File: config.mk
export PLATFORM = sky130hd
export DESIGN_NAME = sample_dma_buffer_cache_core
export DESIGN_NICKNAME = d
export VERILOG_FILES = /design/src/rtl/core/sdbc_pkg.sv /design/src/rtl/core/sample_dma_buffer_cache_core.sv /design/src/rtl/core/sdbc_link_ram.sv /design/src/rtl/core/sdbc_data_ram.sv /design/src/rtl/core/sdbc_seq.sv
export VERILOG_INCLUDE_DIRS = /design/src /design/src/rtl/core
export SDC_FILE = /design/constraint.sdc
export NUM_CORES = 2
export LEC_CHECK = 0
export BUFFER_PORTS_ARGS = -buffer_cell sky130_fd_sc_hd__buf_4
export CELL_PAD_IN_SITES_DETAIL_PLACEMENT = 1
export CELL_PAD_IN_SITES_GLOBAL_PLACEMENT = 1
export CORE_UTILIZATION = 35
export CTS_CLUSTER_DIAMETER = 30
export DETAILED_ROUTE_END_ITERATION = 8
export HOLD_SLACK_MARGIN = 0.12
export PLACE_DENSITY_LB_ADDON = 0.1
export SETUP_SLACK_MARGIN = 0.1
export SYNTH_ARGS = -nofsm -noshare
export SYNTH_HDL_FRONTEND = slang
export SYNTH_SLANG_ARGS = --single-unit
export TNS_END_PERCENT = 20
File: constraint.sdc
create_clock -name clk -period 12.2 [get_ports clk]
set_input_delay 1.22 -clock clk [delete_from_list [all_inputs] [get_ports clk]]
set_output_delay 1.22 -clock clk [all_outputs]
set_load 0.1 [all_outputs]
File: src/rtl/core/sample_dma_buffer_cache_core_macros.svh
`ifndef SAMPLE_DMA_BUFFER_CACHE_CORE_MACROS_SVH
`define SAMPLE_DMA_BUFFER_CACHE_CORE_MACROS_SVH

// same-cycle implication
`define SDBC_ASSERT_NOW(lbl, ante, cons, msg) \
  lbl: assert property (@(posedge clk) disable iff (!rst_n) (ante) |-> (cons)) \
    else $error(msg);

// next-cycle implication
`define SDBC_ASSERT_NEXT(lbl, ante, cons, msg) \
  lbl: assert property (@(posedge clk) disable iff (!rst_n) (ante) |=> (cons)) \
    else $error(msg);

`endif

File: src/rtl/core/sdbc_pkg.sv
package sdbc_pkg;

  localparam int NB = 16;
  localparam int SW = (NB > 1) ? $clog2(NB) : 1;
  localparam int LW = $clog2(NB + 1);
  localparam int NCW = $clog2(NB + 1);
  localparam logic [LW-1:0] NIL = LW'(NB);

  localparam int CFG_IDX_W = 1;
  localparam int CFG_DATA_W = 16;
  localparam logic [CFG_IDX_W-1:0] REG_BUFFER_LENGTH = 1'd0;
  localparam logic [CFG_IDX_W-1:0] REG_STALE_FRAMES = 1'd1;

  localparam logic [1:0] ST_HIT = 2'd0;
  localparam logic [1:0] ST_MISS = 2'd1;
  localparam logic [1:0] ST_FULL = 2'd2;
  localparam logic [1:0] ST_TICK = 2'd3;

  localparam logic OP_LOOKUP = 1'b0;
  localparam logic OP_TICK = 1'b1;

  typedef struct packed {
    logic        op;
    logic [30:0] addr;
    logic [15:0] len;
  } in_item_t;

  typedef struct packed {
    logic [1:0]  status;
    logic [3:0]  slot;
    logic [15:0] offset;
    logic [30:0] fetch_addr;
  } out_item_t;

  typedef struct packed {
    logic          re;
    logic          we_next;
    logic          we_prev;
    logic [SW-1:0] addr;
    logic [LW-1:0] next;
    logic [LW-1:0] prev;
  } link_req_t;

  typedef struct packed {
    logic          re;
    logic          we_start;
    logic          we_last;
    logic [SW-1:0] addr;
    logic [30:0]   start;
    logic [31:0]   last;
  } data_req_t;

  function automatic logic slot_ok(input logic [LW-1:0] s);
    return s < NIL;
  endfunction

  function automatic logic [LW-1:0] rst_next(input logic [SW-1:0] i);
    return ((int'(i) + 1) < NB) ? LW'(int'(i) + 1) : NIL;
  endfunction

  function automatic logic [LW-1:0] rst_prev(input logic [SW-1:0] i);
    return (i == '0) ? NIL : LW'(int'(i) - 1);
  endfunction

endpackage

File: src/rtl/core/sample_dma_buffer_cache_core.sv
// Sample buffer cache with 16 buffers, one request at a time. A lookup walks
// the in-use list in the link memory, reading each visited buffer and then
// comparing it; a miss then takes the free head and relinks it. A frame tick
// visits every in-use buffer and frees each stale one. Each request ends by
// loading the output register, which waits while a held result is stalled.
// The state sits in two memories with registered reads: a link memory (next
// and previous slot) and a data memory (start address and last-used frame).
`include "sample_dma_buffer_cache_core_macros.svh"

module sample_dma_buffer_cache_core import sdbc_pkg::*; (
  input  logic                  clk,
  input  logic                  rst_n,
  input  logic                  in_valid,
  output logic                  in_stall,
  input  in_item_t              in_data,
  output logic                  out_valid,
  input  logic                  out_stall,
  output out_item_t             out_data,
  input  logic                  cfg_we,
  input  logic [CFG_IDX_W-1:0]  cfg_addr,
  input  logic [CFG_DATA_W-1:0] cfg_wdata
);

  logic [15:0]   buffer_length_r;
  logic [7:0]    stale_frames_r;
  link_req_t     lreq;
  data_req_t     dreq;
  logic [LW-1:0] l_next;
  logic [LW-1:0] l_prev;
  logic [30:0]   d_start;
  logic [31:0]   d_last;

  always_ff @(posedge clk) begin
    if (!rst_n) begin
      buffer_length_r <= 16'd1024;
      stale_frames_r <= 8'd1;
    end else if (cfg_we) begin
      unique case (cfg_addr)
        REG_BUFFER_LENGTH: buffer_length_r <= cfg_wdata;
        REG_STALE_FRAMES:  stale_frames_r <= cfg_wdata[7:0];
        default: ;
      endcase
    end
  end

  sdbc_link_ram u_link (
    .clk    (clk),
    .rst_n  (rst_n),
    .req    (lreq),
    .q_next (l_next),
    .q_prev (l_prev)
  );

  sdbc_data_ram u_data (
    .clk     (clk),
    .req     (dreq),
    .q_start (d_start),
    .q_last  (d_last)
  );

  sdbc_seq u_seq (
    .clk           (clk),
    .rst_n         (rst_n),
    .in_valid      (in_valid),
    .in_stall      (in_stall),
    .in_data       (in_data),
    .out_valid     (out_valid),
    .out_stall     (out_stall),
    .out_data      (out_data),
    .buffer_length (buffer_length_r),
    .stale_frames  (stale_frames_r),
    .lreq          (lreq),
    .l_next        (l_next),
    .l_prev        (l_prev),
    .dreq          (dreq),
    .d_start       (d_start),
    .d_last        (d_last)
  );

  `SDBC_ASSERT_NEXT(a_busy_after_accept, in_valid && !in_stall, in_stall, "accepted request not held busy")
  `SDBC_ASSERT_NOW(a_hit_no_fetch, out_valid && out_data.status == ST_HIT, out_data.fetch_addr == '0, "hit carries fetch address")
  `SDBC_ASSERT_NOW(a_tick_clean, out_valid && out_data.status == ST_TICK, out_data.slot == '0 && out_data.offset == '0, "tick result has slot or offset")

endmodule

File: src/rtl/core/sdbc_link_ram.sv
module sdbc_link_ram import sdbc_pkg::*; (
  input  logic          clk,
  input  logic          rst_n,
  input  link_req_t     req,
  output logic [LW-1:0] q_next,
  output logic [LW-1:0] q_prev
);

  logic [2*LW-1:0] mem [NB];
  logic [NB-1:0]   vld_r;
  logic [2*LW-1:0] rd_r;
  logic            rd_vld_r;
  logic [SW-1:0]   rd_addr_r;

  always_ff @(posedge clk) begin
    if (req.we_next || (req.we_prev && !vld_r[req.addr])) begin
      mem[req.addr][2*LW-1:LW] <= req.we_next ? req.next : rst_next(req.addr);
    end
    if (req.we_prev || (req.we_next && !vld_r[req.addr])) begin
      mem[req.addr][LW-1:0] <= req.we_prev ? req.prev : rst_prev(req.addr);
    end
    if (req.re) begin
      rd_r      <= mem[req.addr];
      rd_vld_r  <= vld_r[req.addr];
      rd_addr_r <= req.addr;
    end
  end

  always_ff @(posedge clk) begin
    if (!rst_n) begin
      vld_r <= '0;
    end else if (req.we_next || req.we_prev) begin
      vld_r[req.addr] <= 1'b1;
    end
  end

  assign q_next = rd_vld_r ? rd_r[2*LW-1:LW] : rst_next(rd_addr_r);
  assign q_prev = rd_vld_r ? rd_r[LW-1:0] : rst_prev(rd_addr_r);

endmodule

File: src/rtl/core/sdbc_data_ram.sv
module sdbc_data_ram import sdbc_pkg::*; (
  input  logic        clk,
  input  data_req_t   req,
  output logic [30:0] q_start,
  output logic [31:0] q_last
);

  logic [62:0] mem [NB];
  logic [62:0] rd_r;

  always_ff @(posedge clk) begin
    if (req.we_start) begin
      mem[req.addr][62:32] <= req.start;
    end
    if (req.we_last) begin
      mem[req.addr][31:0] <= req.last;
    end
    if (req.re) begin
      rd_r <= mem[req.addr];
    end
  end

  assign q_start = rd_r[62:32];
  assign q_last  = rd_r[31:0];

endmodule

File: src/rtl/core/sdbc_seq.sv
module sdbc_seq import sdbc_pkg::*; (
  input  logic          clk,
  input  logic          rst_n,
  input  logic          in_valid,
  output logic          in_stall,
  input  in_item_t      in_data,
  output logic          out_valid,
  input  logic          out_stall,
  output out_item_t     out_data,
  input  logic [15:0]   buffer_length,
  input  logic [7:0]    stale_frames,
  output link_req_t     lreq,
  input  logic [LW-1:0] l_next,
  input  logic [LW-1:0] l_prev,
  output data_req_t     dreq,
  input  logic [30:0]   d_start,
  input  logic [31:0]   d_last
);

  localparam logic [4:0] S_IDLE    = 5'd0;
  localparam logic [4:0] S_L_RD    = 5'd1;
  localparam logic [4:0] S_L_DAT   = 5'd2;
  localparam logic [4:0] S_M_RD    = 5'd3;
  localparam logic [4:0] S_M_DAT   = 5'd4;
  localparam logic [4:0] S_U1      = 5'd5;
  localparam logic [4:0] S_U2      = 5'd6;
  localparam logic [4:0] S_BR      = 5'd7;
  localparam logic [4:0] S_LA_RD   = 5'd8;
  localparam logic [4:0] S_LA_DAT  = 5'd9;
  localparam logic [4:0] S_LA_W2   = 5'd10;
  localparam logic [4:0] S_LA_W3   = 5'd11;
  localparam logic [4:0] S_HEAD_W1 = 5'd12;
  localparam logic [4:0] S_HEAD_W2 = 5'd13;
  localparam logic [4:0] S_SOLO    = 5'd14;
  localparam logic [4:0] S_FIN     = 5'd15;
  localparam logic [4:0] S_T_RD    = 5'd16;
  localparam logic [4:0] S_T_DAT   = 5'd17;
  localparam logic [4:0] S_OUT     = 5'd18;

  logic [4:0]     state_r, state_nxt;
  logic           op_r, op_nxt;
  logic [30:0]    addr_r, addr_nxt;
  logic [15:0]    len_r, len_nxt;
  logic [LW-1:0]  cur_r, cur_nxt;
  logic [NCW-1:0] n_r, n_nxt;
  logic [LW-1:0]  last_r, last_nxt;
  logic [LW-1:0]  x_r, x_nxt;
  logic [LW-1:0]  xn_r, xn_nxt;
  logic [LW-1:0]  xp_r, xp_nxt;
  logic [LW-1:0]  after_r, after_nxt;
  logic [LW-1:0]  n2_r, n2_nxt;
  logic [LW-1:0]  tnxt_r, tnxt_nxt;
  logic [LW-1:0]  uh_r, uh_nxt;
  logic [LW-1:0]  fh_r, fh_nxt;
  logic [31:0]    fc_r, fc_nxt;
  out_item_t      res_r, res_nxt;
  logic           out_valid_r, out_valid_nxt;
  out_item_t      out_r, out_nxt;

  logic        walk_end;
  logic [31:0] req_end;
  logic [31:0] buf_end;
  logic [31:0] stale_sum;

  assign walk_end  = !slot_ok(cur_r) || (n_r == NCW'(NB));
  assign req_end   = {1'b0, addr_r} + {16'd0, len_r};
  assign buf_end   = {1'b0, d_start} + {16'd0, buffer_length};
  assign stale_sum = d_last + {24'd0, stale_frames};

  assign in_stall  = (state_r != S_IDLE);
  assign out_valid = out_valid_r;
  assign out_data  = out_r;

  always_comb begin
    state_nxt = state_r;
    op_nxt = op_r;
    addr_nxt = addr_r;
    len_nxt = len_r;
    cur_nxt = cur_r;
    n_nxt = n_r;
    last_nxt = last_r;
    x_nxt = x_r;
    xn_nxt = xn_r;
    xp_nxt = xp_r;
    after_nxt = after_r;
    n2_nxt = n2_r;
    tnxt_nxt = tnxt_r;
    uh_nxt = uh_r;
    fh_nxt = fh_r;
    fc_nxt = fc_r;
    res_nxt = res_r;
    out_valid_nxt = out_valid_r;
    out_nxt = out_r;
    lreq = '0;
    dreq = '0;

    if (out_valid_r && !out_stall) begin
      out_valid_nxt = 1'b0;
    end

    unique case (state_r)
      S_IDLE: begin
        if (in_valid) begin
          op_nxt = in_data.op;
          addr_nxt = in_data.addr;
          len_nxt = in_data.len;
          cur_nxt = uh_r;
          n_nxt = '0;
          last_nxt = NIL;
          state_nxt = (in_data.op == OP_TICK) ? S_T_RD : S_L_RD;
        end
      end
      S_L_RD: begin
        if (walk_end) begin
          state_nxt = S_M_RD;
        end else begin
          lreq.re = 1'b1;
          lreq.addr = cur_r[SW-1:0];
          dreq.re = 1'b1;
          dreq.addr = cur_r[SW-1:0];
          state_nxt = S_L_DAT;
        end
      end
      S_L_DAT: begin
        if (d_start > addr_r) begin
          state_nxt = S_M_RD;
        end else if (req_end <= buf_end) begin
          dreq.we_last = 1'b1;
          dreq.addr = cur_r[SW-1:0];
          dreq.last = fc_r;
          res_nxt = '{status: ST_HIT, slot: 4'(cur_r), offset: 16'(addr_r - d_start),
                      fetch_addr: '0};
          state_nxt = S_OUT;
        end else begin
          last_nxt = cur_r;
          cur_nxt = l_next;
          n_nxt = n_r + NCW'(1);
          state_nxt = S_L_RD;
        end
      end
      S_M_RD: begin
        if (!slot_ok(fh_r)) begin
          res_nxt = '{status: ST_FULL, slot: slot_ok(uh_r) ? 4'(uh_r) : 4'd0,
                      offset: '0, fetch_addr: '0};
          state_nxt = S_OUT;
        end else begin
          lreq.re = 1'b1;
          lreq.addr = fh_r[SW-1:0];
          x_nxt = fh_r;
          state_nxt = S_M_DAT;
        end
      end
      S_M_DAT: begin
        xn_nxt = l_next;
        xp_nxt = l_prev;
        fh_nxt = l_next;
        state_nxt = S_U1;
      end
      S_U1: begin
        if (slot_ok(xn_r)) begin
          lreq.we_prev = 1'b1;
          lreq.addr = xn_r[SW-1:0];
          lreq.prev = xp_r;
        end
        state_nxt = S_U2;
      end
      S_U2: begin
        if (slot_ok(xp_r)) begin
          lreq.we_next = 1'b1;
          lreq.addr = xp_r[SW-1:0];
          lreq.next = xn_r;
        end
        state_nxt = S_BR;
      end
      S_BR: begin
        if (op_r == OP_TICK) begin
          if (slot_ok(fh_r)) begin
            after_nxt = fh_r;
            state_nxt = S_LA_RD;
          end else begin
            state_nxt = S_SOLO;
          end
        end else begin
          priority if (slot_ok(last_r)) begin
            after_nxt = last_r;
            state_nxt = S_LA_RD;
          end else if (slot_ok(uh_r)) begin
            state_nxt = S_HEAD_W1;
          end else begin
            state_nxt = S_SOLO;
          end
        end
      end
      S_LA_RD: begin
        lreq.re = 1'b1;
        lreq.addr = after_r[SW-1:0];
        state_nxt = S_LA_DAT;
      end
      S_LA_DAT: begin
        n2_nxt = l_next;
        lreq.we_next = 1'b1;
        lreq.we_prev = 1'b1;
        lreq.addr = x_r[SW-1:0];
        lreq.next = l_next;
        lreq.prev = after_r;
        state_nxt = S_LA_W2;
      end
      S_LA_W2: begin
        if (slot_ok(n2_r)) begin
          lreq.we_prev = 1'b1;
          lreq.addr = n2_r[SW-1:0];
          lreq.prev = x_r;
        end
        state_nxt = S_LA_W3;
      end
      S_LA_W3: begin
        lreq.we_next = 1'b1;
        lreq.addr = after_r[SW-1:0];
        lreq.next = x_r;
        if (op_r == OP_TICK) begin
          cur_nxt = tnxt_r;
          n_nxt = n_r + NCW'(1);
          state_nxt = S_T_RD;
        end else begin
          state_nxt = S_FIN;
        end
      end
      S_HEAD_W1: begin
        lreq.we_next = 1'b1;
        lreq.we_prev = 1'b1;
        lreq.addr = x_r[SW-1:0];
        lreq.next = uh_r;
        lreq.prev = NIL;
        state_nxt = S_HEAD_W2;
      end
      S_HEAD_W2: begin
        lreq.we_prev = 1'b1;
        lreq.addr = uh_r[SW-1:0];
        lreq.prev = x_r;
        uh_nxt = x_r;
        state_nxt = S_FIN;
      end
      S_SOLO: begin
        lreq.we_next = 1'b1;
        lreq.we_prev = 1'b1;
        lreq.addr = x_r[SW-1:0];
        lreq.next = NIL;
        lreq.prev = NIL;
        if (op_r == OP_TICK) begin
          fh_nxt = x_r;
          cur_nxt = tnxt_r;
          n_nxt = n_r + NCW'(1);
          state_nxt = S_T_RD;
        end else begin
          uh_nxt = x_r;
          state_nxt = S_FIN;
        end
      end
      S_FIN: begin
        dreq.we_start = 1'b1;
        dreq.we_last = 1'b1;
        dreq.addr = x_r[SW-1:0];
        dreq.start = {addr_r[30:1], 1'b0};
        dreq.last = fc_r;
        res_nxt = '{status: ST_MISS, slot: 4'(x_r), offset: {15'd0, addr_r[0]},
                    fetch_addr: {addr_r[30:1], 1'b0}};
        state_nxt = S_OUT;
      end
      S_T_RD: begin
        if (walk_end) begin
          fc_nxt = fc_r + 32'd1;
          res_nxt = '{status: ST_TICK, slot: '0, offset: '0, fetch_addr: '0};
          state_nxt = S_OUT;
        end else begin
          lreq.re = 1'b1;
          lreq.addr = cur_r[SW-1:0];
          dreq.re = 1'b1;
          dreq.addr = cur_r[SW-1:0];
          state_nxt = S_T_DAT;
        end
      end
      S_T_DAT: begin
        tnxt_nxt = l_next;
        if (stale_sum < fc_r) begin
          x_nxt = cur_r;
          xn_nxt = l_next;
          xp_nxt = l_prev;
          if (uh_r == cur_r) begin
            uh_nxt = l_next;
          end
          state_nxt = S_U1;
        end else begin
          cur_nxt = l_next;
          n_nxt = n_r + NCW'(1);
          state_nxt = S_T_RD;
        end
      end
      S_OUT: begin
        if (!out_valid_r || !out_stall) begin
          out_valid_nxt = 1'b1;
          out_nxt = res_r;
          state_nxt = S_IDLE;
        end
      end
      default: begin
        state_nxt = S_IDLE;
      end
    endcase
  end

  always_ff @(posedge clk) begin
    if (!rst_n) begin
      state_r <= S_IDLE;
      uh_r <= NIL;
      fh_r <= '0;
      fc_r <= '0;
      out_valid_r <= 1'b0;
    end else begin
      state_r <= state_nxt;
      uh_r <= uh_nxt;
      fh_r <= fh_nxt;
      fc_r <= fc_nxt;
      out_valid_r <= out_valid_nxt;
    end
  end

  always_ff @(posedge clk) begin
    op_r <= op_nxt;
    addr_r <= addr_nxt;
    len_r <= len_nxt;
    cur_r <= cur_nxt;
    n_r <= n_nxt;
    last_r <= last_nxt;
    x_r <= x_nxt;
    xn_r <= xn_nxt;
    xp_r <= xp_nxt;
    after_r <= after_nxt;
    n2_r <= n2_nxt;
    tnxt_r <= tnxt_nxt;
    res_r <= res_nxt;
    out_r <= out_nxt;
  end

endmodule
==> metrics <==
most common cell after layout, fill and taps aside edfxtp_1; core box area between 150,000 and 200,000 sq um; Tcrit/Tclk final 0.664; Chip Width 426 um; final net count roughly 5,000; Worst Skew 0.101 ns; die height about 430 um; met1 GRT Util 0.299; drt via density around 5.5; M2 GR Usage 0.330; RSZ-0062 raised after global routing false; # Post-CTS Setup Buffers 0; vias in the first global route approximately 43,000; CP Max Fanout 36; Synth warnings 0; Post-route DRC 0; M3 GR Usage 0.0433; CP max stage cell buf_4; setup ws final ~4 ns; Reg2Reg Depth 24; PostCTS Resize Cnt 0; DRT Pass-1 Iters 6; Post-Syn Instances around 4,400; first-pass GRT wire length 286,000 um; hpwl dp about 110,000 um; via count a little over 40,000; clock latency on the worst-skew pair roughly 0.96 ns; GRT Resource Usage Total 0.213; clock network power share 0.532; top cells by area, synth edfxtp_1 68%, a22oi_1 3.1%, ha_1 3.1%; Synth top area share 0.682; Max-slew headroom 0.169; Leak 0.0267 uW; Post-DRT Antenna Nets 0; syn avg cell area 14.2 sq um; worst path arrival time around 8.7 ns; share of layout cells above drive strength 1 0.172; most frequent cells in the layout 1,426 x edfxtp_1, 387 x clkbuf_16, 366 x nand2_1; async set-reset flop share out of synthesis 0; CTS Sinks 1,514; Reg clk slew, reported paths 0.05 ns; CTS buffer count 379; Req. time, crit path roughly 13 ns; Place WS 4.06 ns; switch share 0.259; I/O Pins between 100 and 150; Synth area leader edfxtp_1; die footprint approximately 180,000 sq um; Synth Flop Type edfxtp_1; Internal Power between 10,000 and 15,000 uW; Startpoint Class flip-flop; Pwr Density ~230 nW/um^2; Worst setup EP type flip-flop; # port buffers approximately 120; Placer Congestion between 0.7 and 0.8; # rows roughly 160; total power draw about 18,000 uW; post-synthesis register bit count approximately 1,500; register area share after synthesis 0.710; post-DR wirelength/cell about 26 um; Area Overhead vs Synth 26.2%; Longest Clk Path Bufs 4; utilization after layout 0.445; final hold vios 0; GR Overflow Total 0; CP Cell Sequence ha_1 -> fa_1 -> a21o_1 -> a21oi_1 -> o21bai_1 -> a221o_1 -> a21oi_1 -> o21ai_0 -> o41a_1 -> a211o_1 -> nand4_1 -> xnor2_1 -> ha_1 -> nand4_1 -> or2_1 -> a211oi_1 -> or4_1 -> a22oi_4 -> a31oi_1 -> o21ai_4 -> buf_4 -> buf_4 -> nor2_4 -> buf_4; EDFF count, synth 1,426; initial antenna violation count 4; Setup TNS Final 0 ns; Min Clock Period, post-route 8.11 ns; Tightest Hold Check Type reg2reg; pin count of the biggest net entering global routing around 150; Worst IR Drop VDD ~0.00012 V; Cells on Worst Hold Path 0; Fin Hold WS 0.410 ns; Worst Max-Slew Pin Slew about 1.2 ns; Seq pwr share 0.340; Syn Nets 4,660; Yosys cell types 85; status finished clean; H-tree Lvls 5; max incr delay on CP 0.75 ns; # hold bufs at CTS 0; Synth Cell Area ~63,000 sq um; Max-Cap Viols 0; Fmax between 100 and 150 MHz; max-slew violation count 0; Starting Density 0.352; Crit Path Class reg2reg; root buffer cell clkbuf_16; final wirelength 195,000 um; Initial DRC Count approximately 3,200; CP most frequent cell buf_4; proportion of power drawn by combinational gates 0.128; P_sw ~4800 uW; GRT busiest layer met2; CTS tree done; Final setup viols 0
## critical path: cells and delay by family (launching register included)
| kind | cells | cell delay, ns |
|---|---|---|
| compound gates | 12 | 3.24 |
| buf+inv | 3 | 1.73 |
| simple gates | 5 | 1.32 |
| fa+ha+maj | 3 | 0.90 |
| flops | 1 | 0.40 |
| xor+xnor | 1 | 0.14 |
## synth_stat cells (21+ instances only)
library cell / n
and3_1: 60
nand4_1: 38
a21oi_1: 281
clkbuf_1: 174
inv_1: 125
nor3_1: 51
o21ai_0: 62
a21boi_0: 29
or4_1: 65
a21o_1: 42
mux2i_1: 21
a22oi_1: 261
ha_1: 154
nand2_1: 366
o21a_1: 21
edfxtp_1: 1426
a32oi_1: 187
buf_2: 85
nor2_1: 206
nand3_1: 137
xnor2_1: 92
xor2_1: 43
a31oi_1: 92
and2_1: 71
dfxtp_1: 88
## power by group through the flow
stage	registers [uW]	clock network, uW	logic, uW
4_1_cts	6260	9980	2390
6_report	6260	9810	2360
2_1_floorplan	6290	0	1510
3_3_place_gp	6340	0	2350
3_5_place_dp	6350	0	2380
5_1_grt	6280	10200	2590
## per-stage QoR
step | cell area [sq um] | cells
after floorplan | 62800 | 4432
after global placement | 66700 | 6741
after detailed placement | 66700 | 6741
after CTS | 79200 | 7421
after global routing | 79200 | 7421
final | 79200 | 7425
## path summary, 6_finish.rpt
check / from / to / slack, ns
hold / removal: u_seq.res_r[5] / u_seq.out_data[5] / 0.41
setup reg to reg: u_seq.addr_r[0] / u_data.mem[1][14] / 4.09
setup / recovery: u_seq.addr_r[0] / u_data.mem[1][14] / 4.09
hold reg to reg: u_seq.res_r[5] / u_seq.out_data[5] / 0.41
## routing by layer
layer  up-vias  wire length (um)
met2      1193             89100
li1      18100                 -
met4         2              4610
met5         -                13
met3       340             11200
met1     21200             90300
## flip-flops by register name, indices dropped and copies added, names as in the netlist, 8 cells and up
signal	cells
buffer_length_r	16
stale_frames_r	8
u_data.mem	992
u_data.rd_r	62
u_link.mem	160
u_link.rd_r	10
u_link.vld_r	16
u_seq.addr_r	31
u_seq.fc_r	32
u_seq.len_r	16
u_seq.out_data	52
u_seq.res_r	52
## cell type report
cell class	instances	area [sq um]
multi-input combinational	2525	16900
clock inverter	239	2660
fill	17600	99000
inverter	127	477
tap	2355	2950
sequential	1514	44600
antenna	4	10.0
clock buffer	441	9920
timing repair buffer	220	1700
## logic make-up after synthesis
logic type / synth area share
compound gates: 0.124
xor+xnor: 0.0188
fa+ha+maj: 0.0320
buf+inv: 0.0254
flops: 0.710
mux: 0.00496
other cells: 0.0000597
simple gates: 0.0852
(Power assumes the default switching activity.)
